[src/design/tsli_pkg.sv]
// Shared types, constants and codes for the time series linear interpolator.
package tsli_pkg;

    localparam int MAX_POINTS = 1024;
    localparam int FRAC_BITS  = 16;
    localparam int ADDR_W     = $clog2(MAX_POINTS);
    localparam int CNT_W      = ADDR_W + 1;
    localparam int DATA_W     = 32;
    localparam int STEP_W     = 31;
    localparam int CFG_IDX_W  = 2;
    localparam int MF_CNT_W   = $clog2(DATA_W);

    localparam logic [CFG_IDX_W-1:0] CFG_SCALE = CFG_IDX_W'(0);
    localparam logic [CFG_IDX_W-1:0] CFG_STEP  = CFG_IDX_W'(1);
    localparam logic [CFG_IDX_W-1:0] CFG_COUNT = CFG_IDX_W'(2);

    typedef enum logic [1:0] {
        ST_OK       = 2'd0,
        ST_OUTSIDE  = 2'd1,
        ST_ZERO_LEN = 2'd2,
        ST_LOAD_ACK = 2'd3
    } t_status;

    typedef enum logic [3:0] {
        S_IDLE, S_CHECK, S_T1, S_T2, S_FWD, S_BWD, S_INT, S_DIV, S_UCHK,
        S_RDV, S_V1, S_V2, S_MF, S_ADD, S_EQ, S_MUL_OUT
    } t_state;

    typedef enum logic [4:0] {
        OP_NONE, OP_LOAD, OP_QUERY, OP_CHECK, OP_T1, OP_T2, OP_FWD_STEP, OP_FWD_END,
        OP_BWD_START, OP_BWD_STEP, OP_BWD_END, OP_EXP_SET, OP_DIV_START, OP_MF_STEP,
        OP_UNI_SET, OP_RDV, OP_V1, OP_MF_START, OP_ADD, OP_EQ, OP_MUL, OP_EMIT
    } t_dp_op;

    typedef struct packed {
        t_dp_op  op;
        logic    set_code;
        t_status code;
    } t_dp_cmd;

    typedef struct packed {
        logic q_neg;
        logic n_zero;
        logic uniform;
        logic q_eq_rd;
        logic q_gt_rd;
        logic q_lt_rd;
        logic q_lt_t1;
        logic c_last;
        logic c_zero;
        logic c2_lt_n;
        logic t2_le_t1;
        logic mf_last;
        logic u_oor;
        logic out_free;
    } t_dp_sts;

endpackage

[src/design/tsli_ctrl.sv]
// Controller state machine: sequences loads, cursor walk, divide and scaling.
module tsli_ctrl import tsli_pkg::*; (
    input  logic    i_clk,
    input  logic    i_rst_n,
    input  logic    i_in_valid,
    input  logic    i_mode,
    output logic    o_in_ready,
    input  t_dp_sts i_sts,
    output t_dp_cmd o_cmd
);

    t_state r_state, n_state;

    always_ff @(posedge i_clk) begin
        if (!i_rst_n) begin
            r_state <= S_IDLE;
        end else begin
            r_state <= n_state;
        end
    end

    always_comb begin
        n_state      = r_state;
        o_cmd.op       = OP_NONE;
        o_cmd.set_code = 1'b0;
        o_cmd.code     = ST_OK;
        o_in_ready   = 1'b0;
        case (r_state)
            S_IDLE: begin
                o_in_ready = 1'b1;
                if (i_in_valid) begin
                    if (!i_mode) begin
                        o_cmd.op       = OP_LOAD;
                        o_cmd.set_code = 1'b1;
                        o_cmd.code     = ST_LOAD_ACK;
                        n_state        = S_MUL_OUT;
                    end else begin
                        o_cmd.op = OP_QUERY;
                        n_state  = S_CHECK;
                    end
                end
            end
            S_CHECK: begin
                if (i_sts.q_neg || i_sts.n_zero) begin
                    o_cmd.set_code = 1'b1;
                    o_cmd.code     = ST_OUTSIDE;
                    n_state        = S_MUL_OUT;
                end else if (i_sts.uniform) begin
                    o_cmd.op = OP_DIV_START;
                    n_state  = S_DIV;
                end else begin
                    o_cmd.op = OP_CHECK;
                    n_state  = S_T1;
                end
            end
            S_T1: begin
                if (i_sts.q_eq_rd) begin
                    o_cmd.op = OP_T1;
                    n_state  = S_EQ;
                end else if ((i_sts.q_gt_rd && i_sts.c_last) ||
                             (i_sts.q_lt_rd && i_sts.c_zero)) begin
                    o_cmd.set_code = 1'b1;
                    o_cmd.code     = ST_OUTSIDE;
                    n_state        = S_MUL_OUT;
                end else begin
                    o_cmd.op = OP_T1;
                    n_state  = S_T2;
                end
            end
            S_T2, S_FWD: begin
                if (i_sts.q_gt_rd && i_sts.c2_lt_n) begin
                    o_cmd.op = OP_FWD_STEP;
                    n_state  = S_FWD;
                end else if (i_sts.q_gt_rd) begin
                    o_cmd.op       = OP_FWD_END;
                    o_cmd.set_code = 1'b1;
                    o_cmd.code     = ST_OUTSIDE;
                    n_state        = S_MUL_OUT;
                end else if (r_state == S_FWD) begin
                    o_cmd.op = OP_FWD_END;
                    n_state  = S_INT;
                end else if (i_sts.q_lt_t1) begin
                    o_cmd.op = OP_BWD_START;
                    n_state  = S_BWD;
                end else begin
                    o_cmd.op = OP_T2;
                    n_state  = S_INT;
                end
            end
            S_BWD: begin
                if (i_sts.q_lt_rd && !i_sts.c_zero) begin
                    o_cmd.op = OP_BWD_STEP;
                end else if (i_sts.q_lt_rd) begin
                    o_cmd.op       = OP_BWD_END;
                    o_cmd.set_code = 1'b1;
                    o_cmd.code     = ST_OUTSIDE;
                    n_state        = S_MUL_OUT;
                end else begin
                    o_cmd.op = OP_BWD_END;
                    n_state  = S_INT;
                end
            end
            S_INT: begin
                if (i_sts.t2_le_t1) begin
                    o_cmd.set_code = 1'b1;
                    o_cmd.code     = ST_ZERO_LEN;
                    n_state        = S_MUL_OUT;
                end else begin
                    o_cmd.op = OP_EXP_SET;
                    n_state  = S_RDV;
                end
            end
            S_DIV: begin
                o_cmd.op = OP_MF_STEP;
                if (i_sts.mf_last) begin
                    n_state = S_UCHK;
                end
            end
            S_UCHK: begin
                if (i_sts.u_oor) begin
                    o_cmd.set_code = 1'b1;
                    o_cmd.code     = ST_OUTSIDE;
                    n_state        = S_MUL_OUT;
                end else begin
                    o_cmd.op = OP_UNI_SET;
                    n_state  = S_RDV;
                end
            end
            S_RDV: begin
                o_cmd.op = OP_RDV;
                n_state  = S_V1;
            end
            S_V1: begin
                o_cmd.op = OP_V1;
                n_state  = S_V2;
            end
            S_V2: begin
                o_cmd.op = OP_MF_START;
                n_state  = S_MF;
            end
            S_MF: begin
                o_cmd.op = OP_MF_STEP;
                if (i_sts.mf_last) begin
                    n_state = S_ADD;
                end
            end
            S_ADD: begin
                o_cmd.op = OP_ADD;
                n_state  = S_EQ;
            end
            S_EQ: begin
                // interp already in place when coming from S_ADD
                o_cmd.op       = OP_MUL;
                o_cmd.set_code = 1'b1;
                o_cmd.code     = ST_OK;
                n_state        = S_MUL_OUT;
            end
            S_MUL_OUT: begin
                if (i_sts.out_free) begin
                    o_cmd.op = OP_EMIT;
                    n_state  = S_IDLE;
                end
            end
            default: begin
                n_state = S_IDLE;
            end
        endcase
    end

endmodule

[config.mk]
export PLATFORM = sky130hd
export DESIGN_NAME = tsli_ctrl
export DESIGN_NICKNAME = d
export VERILOG_FILES = /design/src/design/tsli_pkg.sv /design/src/design/tsli_ctrl.sv
export SDC_FILE = /design/constraint.sdc
export NUM_CORES = 1
export LEC_CHECK = 0
export ABC_CLOCK_PERIOD_IN_PS = 2200
export BUFFER_PORTS_ARGS = -buffer_cell sky130_fd_sc_hd__buf_2
export CORE_MARGIN = 8
export CORE_UTILIZATION = 29
export DETAILED_ROUTE_END_ITERATION = 10
export PLACE_DENSITY = 0.6
export SYNTH_ARGS = -nofsm -noshare
export SYNTH_HDL_FRONTEND = slang
export SYNTH_SLANG_ARGS = --single-unit
[constraint.sdc]
create_clock -name i_clk -period 2.2 [get_ports i_clk]
set_input_delay 0 -clock i_clk [delete_from_list [all_inputs] [get_ports i_clk]]
set_output_delay 0 -clock i_clk [all_outputs]
set_load 0.005 [all_outputs]
==> flow_summary.toml, run 1 <==
[outcome]
status = "complete, no violations"

[layout]
nNetsFinal = 168
fillers = 298
largest-register = "r_state"
layout-drive-gt1-share_pct = 29.73
largest_register_ff_count = 4
synthToLayoutAreaGrowth_pct = 21.03
antenna_cells = 0
top_regs = "r_state: 4 flops"

[critical_path]
crit_required_ns = 2.20
cpMaxStageDelayCell = "dfxtp_1"
cp_data_arrival_time_ns = 2.03
worst-path-buf-inv = 2
worstPathMaxFanout = 10
path_class = "reg2out"
reg2reg_slack_ns = 0.40
cp_top_family = "simple AND/OR/NAND/NOR gates"
path_cells = "buf_4 > nand2b_1 > and3_1 > o21ai_1 > o21ai_0 > or4b_1 > buf_2"
startpoint_type = "flip-flop"
cpPeakStageDelay_ns = 0.51
end_kind = "output port"

[place]
place_hpwl_mm = 2.181
dpl_worst_slack_ns = 0.3973
routabilityCongestion = 0.8648
io_buffers = 26

[clock_tree]
root_buffer = "clkbuf_4"
cts.sinks = 4
insertion_delay_ns = 0.24
clockBufferDepth = 2
ctsHtreeMaxLevel = 1
path_clk_slew_ns = 0.03
numCtsBuffers = 3
cts_tree = "done"

[routing]
drt_pass1_iterations = 4
vias = 1063
vias_per_cell = 5.939
ant_nets = 0
drtIter0Drc = 52
totalWireLength_mm = 2.728
wl_per_cell_um = 15.24
drcViolationCount = 0

[floorplan]
dieArea_um2 = 4710
dieHeight_um = 68.63
start_util_pct = 29.90
fp-row-count = 19
core_um2 = 2686
die_x_um = 68.63
pin_count = 27

[timing]
setup_ws_ns = 0.1680
finalCriticalPeriod_ns = 2.032
setup_viol = 0
rsz0062_at_grt = "false"
finClkSkew_ns = 0.003374
slew_headroom_pct = 70.24
finalCritPeriodShare_pct = 92.36
tightest_slew_ns = 0.4407
hold_viol = 0
setup-tns-final_ns = 0
slew_viol_final = 0
fmax_ghz = 0.4921

[yosys]
ys.flop_type = "dfxtp_1"
synth_edf_count = 0
syn_nets = 141
synthCells = 123
synthTopCellsByCount = "a21oi_1, nand2_1, nor2_1, nand3_1, o21ai_0"
synth_area_leaders = "dfxtp_1, a21oi_1, nand2_1"
synth_cell_type_count = 46
synth_seq_cells = 4
postSynthAreaPerCell_um2 = 6.531
synth_top_area_share_pct = 9.969
synth.cell_area_um2 = 803.3
yosysTopAreaCell = "dfxtp_1"
async_reset_ff_share_pct = 0
synth-seq-area-share_pct = 9.969
synth-warning-count = 0

[power_and_ir_drop]
p_leak_nw = 0.4405
ir_drop_mv = 0.6374
cellPowerDensity_nw_per_um2 = 1306
total_power_w = 0.001270

[global_route]
grt_overflow = 0
first_global_vias = 1005
track_usage_pct = 11.94
grt_pass1_wl_mm = 4.457
grt_antenna_before_repair = 0
grt_start_max_net_pins = 16

[job]
drv_cap = 0

[hold_path]
hp-class = "in2reg"
[cell type report]
| type | instances | area [um2] | share of cell area (%) |
|---|---|---|---|
| Timing Repair Buffer | 33 | 182.7 | 18.79 |
| Clock buffer | 3 | 22.52 | 2.317 |
| Sequential cell | 4 | 81.33 | 8.366 |
| Tap cell | 31 | 38.79 | 3.990 |
| Inverter | 4 | 15.01 | 1.544 |
| Multi-Input combinational cell | 104 | 631.9 | 64.99 |
[worst paths after layout]
check	depth (start not counted)	startpoint	end
max	7	r_state[3]	o_cmd[3]
min	2	i_rst_n	r_state[3]
max reg2reg	6	r_state[1]	r_state[3]
min reg2reg	3	r_state[2]	r_state[0]
[worst register-to-register path, delay by kind of cell (launching register included)]
family	cells	cell delay, ns
buf+inv	1	0.22
simple gates	2	0.58
compound gates	3	0.50
flops	1	0.39
[cell families after synthesis]
group,count (synthesis),share of synthesized area [%]
buffers and inverters,15,11.37
and+or+nand+nor,60,41.74
DFF,4,9.969
AOI/OAI and AO/OA,44,36.92
[through the flow]
stage | area [um2] | utilization [%] | hold WS, ns | instances
floorplan | 803.3 | - | 0.1282 | 123
global placement | 948.4 | 35.31 | 0.2717 | 176
detailed placement | 948.4 | 35.31 | 0.2870 | 176
CTS | 970.9 | 36.14 | 0.03760 | 179
global route | 972.2 | 36.19 | 0.03598 | 179
finish | 972.2 | 36.19 | 0.03868 | 179
[routing by layer]
metal	global-route usage (%)	routed length, um	vias to the layer above
li1	-	-	516
met1	15.91	1238	491
met2	18.23	1230	46
met3	3.877	214	10
met4	2.558	45	0
met5	0	0	-
[where the power goes]
part / internal [W] / total, W / switching (W) / leakage (nW)
Clock: 0.0000611 / 0.0000920 / 0.0000310 / 0.0138
Combinational: 0.000432 / 0.000983 / 0.000551 / 0.393
Sequential: 0.000109 / 0.000195 / 0.0000857 / 0.0337
[repair_timing]
action,4_1_cts,5_1_grt
hold buffers,0,0
setup endpoints to repair,0,1
setup buffers,0,0
resized for setup,0,1
[cells in the final DEF, fill, tap and decap left out, types with 2 or more instances in the layout]
cell,instances
inv_1,2
buf_4,7
a211oi_1,3
nor4_1,2
nand2_1,12
nor2b_1,4
o22ai_1,2
a32oi_1,2
a21oi_1,12
and3b_1,3
nor2_1,12
dfxtp_1,3
nand2b_1,5
buf_2,26
o21ai_1,2
nor3_1,2
clkbuf_4,3
o21ai_0,8
or2_1,2
inv_2,2
nand3_1,8
nand4_1,2
(Power assumes the default switching activity.)
==> inputs of run 2 (changes only) <==
--- a/config.mk
+++ b/config.mk
@@ -10,7 +10,9 @@
 export CORE_MARGIN = 8
 export CORE_UTILIZATION = 29
 export DETAILED_ROUTE_END_ITERATION = 10
+export HOLD_SLACK_MARGIN = 0.15
 export PLACE_DENSITY = 0.6
+export SETUP_SLACK_MARGIN = 0.2
 export SYNTH_ARGS = -nofsm -noshare
 export SYNTH_HDL_FRONTEND = slang
 export SYNTH_SLANG_ARGS = --single-unit
==> run 2 against run 1 <==
Net effect: hold slack better by 0.13 ns; count of clock-buffer cells in the layout stayed put; register-to-register slack hardly changed; critical path type unchanged; critical endpoint unchanged; non-clock buffer count is 1 higher; combinational power hardly changed; global-route usage is 0.066 points higher.
==> flow_summary.toml, run 2 (synthesis results as in run 1) <==
[routing]
vias = 1049
drtIter0Drc = 63
wl_per_cell_um = 15.47
drcViolationCount = 0
ant_nets = 0
vias_per_cell = 5.828
drt_pass1_iterations = 4
totalWireLength_mm = 2.785

[critical_path]
cp_data_arrival_time_ns = 1.98
path_class = "reg2out"
end_kind = "output port"
r2r_cells = 6
worstPathMaxFanout = 9
reg2reg_slack_ns = 0.39
crit_required_ns = 2.20
startpoint_type = "flip-flop"

[timing]
fmax_ghz = 0.5062
rsz0062_at_grt = "true"
setup_viol = 0
finalCritPeriodShare_pct = 89.80
finalCriticalPeriod_ns = 1.976
finClkSkew_ns = 0.003498
hold_viol = 0
tightest_slew_ns = 0.4252
setup-tns-final_ns = 0
slew_headroom_pct = 71.29
slew_viol_final = 0

[floorplan]
dieArea_um2 = 4710
start_util_pct = 29.90
dieHeight_um = 68.63
core_um2 = 2686
fp-row-count = 19
pin_count = 27
die_x_um = 68.63

[layout]
synthToLayoutAreaGrowth_pct = 24.30
top_regs = "r_state: 4 flops"
antenna_cells = 0
nNetsFinal = 169
layout-drive-gt1-share_pct = 32.21
final_common_cell = "buf_2"
final_cells = 180
largest_register_ff_count = 4
fin_util_pct = 37.17
mostFrequentLayoutCells = "buf_2, nor2_1, nand2_1"
fillers = 298
largest-register = "r_state"

[clock_tree]
ctsHtreeMaxLevel = 1
clockBufferDepth = 2
root_buffer = "clkbuf_4"
cts_tree = "done"
path_clk_slew_ns = 0.04
numCtsBuffers = 3
cts_setup_buffers = 0
insertion_delay_ns = 0.24
cts.sinks = 4

[global_route]
first_global_vias = 1013
grt_pass1_wl_mm = 4.491
grt_start_max_net_pins = 16
grt_overflow = 0
grt_antenna_before_repair = 0
track_usage_pct = 12.01

[outcome]
status = "complete, no violations"

[power_and_ir_drop]
cellPowerDensity_nw_per_um2 = 1299
p_leak_nw = 0.4474
ir_drop_mv = 0.6418

[hold_path]
holdPathStages = 3
hp-class = "in2reg"

[job]
drv_cap = 0

[place]
io_buffers = 26
placed_cells = 176
routabilityCongestion = 0.8648
place_hpwl_mm = 2.181
## run 2: cell count changes in the layout (fill, tap and decap cells not counted)
cell	change
dfxtp_1	-2
dfxtp_2	+2
a21oi_1	-1
a21oi_2	+1
buf_4	-1
buf_6	+1
dlygate4sd3_1	+1
nor4_1	-1
nor4_2	+1
## run 2: final timing paths
| check | start | to |
|---|---|---|
| hold reg to reg | r_state[3] | r_state[0] |
| setup / recovery | r_state[1] | o_cmd[3] |
| hold / removal | i_in_valid | r_state[2] |
| setup reg to reg | r_state[1] | r_state[3] |
## run 2: power breakdown
part	internal (W)	switching [W]	total [W]	leakage, nW
registers	0.000113	0.0000904	0.000203	0.0341
clock network	0.0000610	0.0000305	0.0000915	0.0138
logic	0.000443	0.000559	0.00100	0.399
total	0.000617	0.000680	0.00130	0.447
## run 2: worst max-delay path, cell delays in order, from the launching register on
cell	delay, ns
dfxtp_1	0.40
buf_4	0.21
and3b_1	0.23
a21oi_2	0.18
a211o_1	0.14
or4b_1	0.44
buf_2	0.14
## run 2: cell type report
class	instances	area, um2	area share (%)
Timing Repair Buffer	34	196.4	19.67
Sequential cell	4	83.83	8.396
Multi-Input combinational cell	104	641.9	64.29
Inverter	4	15.01	1.504
Tap cell	31	38.79	3.885
Clock buffer	3	22.52	2.256
## run 2: per-layer routing
metal / vias up / track usage, % / wire length, um
li1: 516 / - / -
met1: 483 / 16.00 / 1258
met2: 46 / 18.47 / 1283
met3: 4 / 3.716 / 222
met4: 0 / 2.558 / 21
met5: - / 0 / 0
## run 2: through the flow
stage	area [um2]	hold slack (ns)	setup slack, ns	total power, W
2_1_floorplan	803.3	0.1282	0.7198	0.0008915
3_3_place_gp	948.4	0.2717	0.4156	0.001164
3_5_place_dp	948.4	0.2870	0.3973	0.001165
4_1_cts	983.4	0.1628	0.2038	0.001273
5_1_grt	998.5	0.1945	0.1321	0.001421
6_report	998.5	0.1670	0.2243	0.001297
## run 2: what timing repair did
action                     4_1_cts  5_1_grt
hold buffers                     1        0
hold endpoints to repair         4        0
setup endpoints to repair        1        2
gates resized for setup          2        4
==> inputs of run 3 (changes only) <==
--- a/config.mk
+++ b/config.mk
@@ -5,8 +5,10 @@
 export SDC_FILE = /design/constraint.sdc
 export NUM_CORES = 1
 export LEC_CHECK = 0
+export ABC_AREA = 0
 export ABC_CLOCK_PERIOD_IN_PS = 2200
 export BUFFER_PORTS_ARGS = -buffer_cell sky130_fd_sc_hd__buf_2
+export CORE_ASPECT_RATIO = 1.1
 export CORE_MARGIN = 8
 export CORE_UTILIZATION = 29
 export DETAILED_ROUTE_END_ITERATION = 10
==> run 3 against run 2 <==
Net effect: die area barely moved; maximum frequency rose by 4.5%; sequential cell count did not move; highest routed layer is now met3; clock power fell by 2.4%; critical endpoint unchanged; power fell by 0.39%.
==> flow_summary.toml, run 3 (synthesis results as in run 1) <==
[outcome]
status = "complete, no violations"

[floorplan]
core_um2 = 2703
dieHeight_um = 71.20
fp-row-count = 20
start_util_pct = 29.72
die_x_um = 66.18
dieArea_um2 = 4712
pin_count = 27

[routing]
totalWireLength_mm = 2.608
vias_per_cell = 5.648
drcViolationCount = 0
wl_per_cell_um = 14.33
drt_pass1_iterations = 4
vias = 1028
ant_nets = 0
drtIter0Drc = 74

[layout]
nNetsFinal = 169
synthToLayoutAreaGrowth_pct = 26.32
fillers = 294
largest-register = "r_state"
largest_register_ff_count = 4
fin_util_pct = 37.55
final_cells = 182
mostFrequentLayoutCells = "buf_2, nor2_1, nand2_1"
stdcell_area_um2 = 1015
antenna_cells = 0
final_common_cell = "buf_2"
top_regs = "r_state: 4 flops"
layout-drive-gt1-share_pct = 32.21

[global_route]
track_usage_pct = 11.08
grt_overflow = 0
top_usage_layer = "met2"
grt_start_max_net_pins = 23
first_global_vias = 970
grt_use_met2_pct = 16.86
use_met1_pct = 14.12
grt_antenna_before_repair = 0
grtUsageMet3_pct = 3.633
grt_pass1_wl_mm = 4.291

[power_and_ir_drop]
cellPowerDensity_nw_per_um2 = 1273
ir_drop_mv = 0.5274
p_leak_nw = 0.4507

[timing]
finalCritPeriodShare_pct = 85.96
finalCriticalPeriod_ns = 1.891
finClkSkew_ns = 0.005802
slew_headroom_pct = 71.14
timing.hold.ws_ns = 0.1716
fmax_ghz = 0.5288
hold_viol = 0
setup-tns-final_ns = 0
rsz0062_at_grt = "false"
tightest_slew_ns = 0.4275
setup_viol = 0
slew_viol_final = 0

[critical_path]
path_cells = "buf_8 > and4bb_1 > nand2_1 > or2_1 > nand2_1 > or4b_1 > buf_2"
end_kind = "output port"
cp_data_arrival_time_ns = 1.89
crit_required_ns = 2.20
startpoint_type = "flip-flop"
worst-path-buf-inv = 2
path_common_cell = "nand2_1"
cp_top_family = "simple AND/OR/NAND/NOR gates"
cpPeakStageDelay_ns = 0.48
path_class = "reg2out"
worstPathMaxFanout = 22
cpMaxStageDelayCell = "or4b_1"

[clock_tree]
cts_tree = "done"
clockBufferDepth = 2
numCtsBuffers = 3
root_buffer = "clkbuf_4"
insertion_delay_ns = 0.23
path_clk_slew_ns = 0.04
ctsHtreeMaxLevel = 1
cts.sinks = 4

[place]
place_area_um2 = 955.9
place_hpwl_mm = 2.099
routabilityCongestion = 0.8854
io_buffers = 26
placed_cells = 177

[hold_path]
hp-class = "in2reg"

[job]
drv_cap = 0
run 3: timing repair:
item                                   4_1_cts  5_1_grt
setup buffers                                0        1
setup endpoints to repair                    2        2
gates resized for setup                      3        5
endpoints found under the hold margin        4        0
hold buffers                                 1        0
pin swaps                                    0        1
run 3: worst register-to-register path, delay by kind of cell (launching register included):
family	cells	cell delay (ns)
AOI/OAI and AO/OA	3	0.69
DFF	1	0.38
and+or+nand+nor	2	0.37
buffers and inverters	1	0.19
run 3: cell type report:
| type | count | area, um2 | area share, % |
|---|---|---|---|
| sequential | 4 | 87.58 | 8.631 |
| inverter | 4 | 15.01 | 1.480 |
| clock buffer | 3 | 22.52 | 2.219 |
| timing repair buffer | 34 | 212.7 | 20.96 |
| multi-input combinational | 104 | 635.6 | 62.64 |
| tap | 33 | 41.29 | 4.069 |
run 3: power by group:
part            total, W  internal (W)  switching [W]
combinational   0.000973      0.000454       0.000519
clock          0.0000893     0.0000609      0.0000285
sequential      0.000230      0.000119       0.000111
total            0.00129      0.000634       0.000658
run 3: per-stage QoR:
stage / setup WS [ns] / power, W
2_1_floorplan: 0.7198 / 0.0008915
3_3_place_gp: 0.3876 / 0.001162
3_5_place_dp: 0.3806 / 0.001165
4_1_cts: 0.2253 / 0.001271
5_1_grt: 0.1842 / 0.001434
6_report: 0.3090 / 0.001292
run 3: routing by layer:
| metal | share of wire, % | vias to the layer above |
|---|---|---|
| li1 | - | 520 |
| met1 | 44 | 470 |
| met2 | 47 | 38 |
| met3 | 8.8 | 0 |
| met4 | 0 | 0 |
| met5 | 0 | - |
run 3: final timing paths:
check | slack (ns) | end | startpoint | depth (start not counted)
worst min register to register | 0.62 | r_state[0] | r_state[1] | 2
worst max register to register | 0.45 | r_state[0] | r_state[1] | 6
worst max-delay path | 0.31 | o_cmd[3] | r_state[0] | 7
worst min-delay path | 0.17 | r_state[2] | i_in_valid | 3
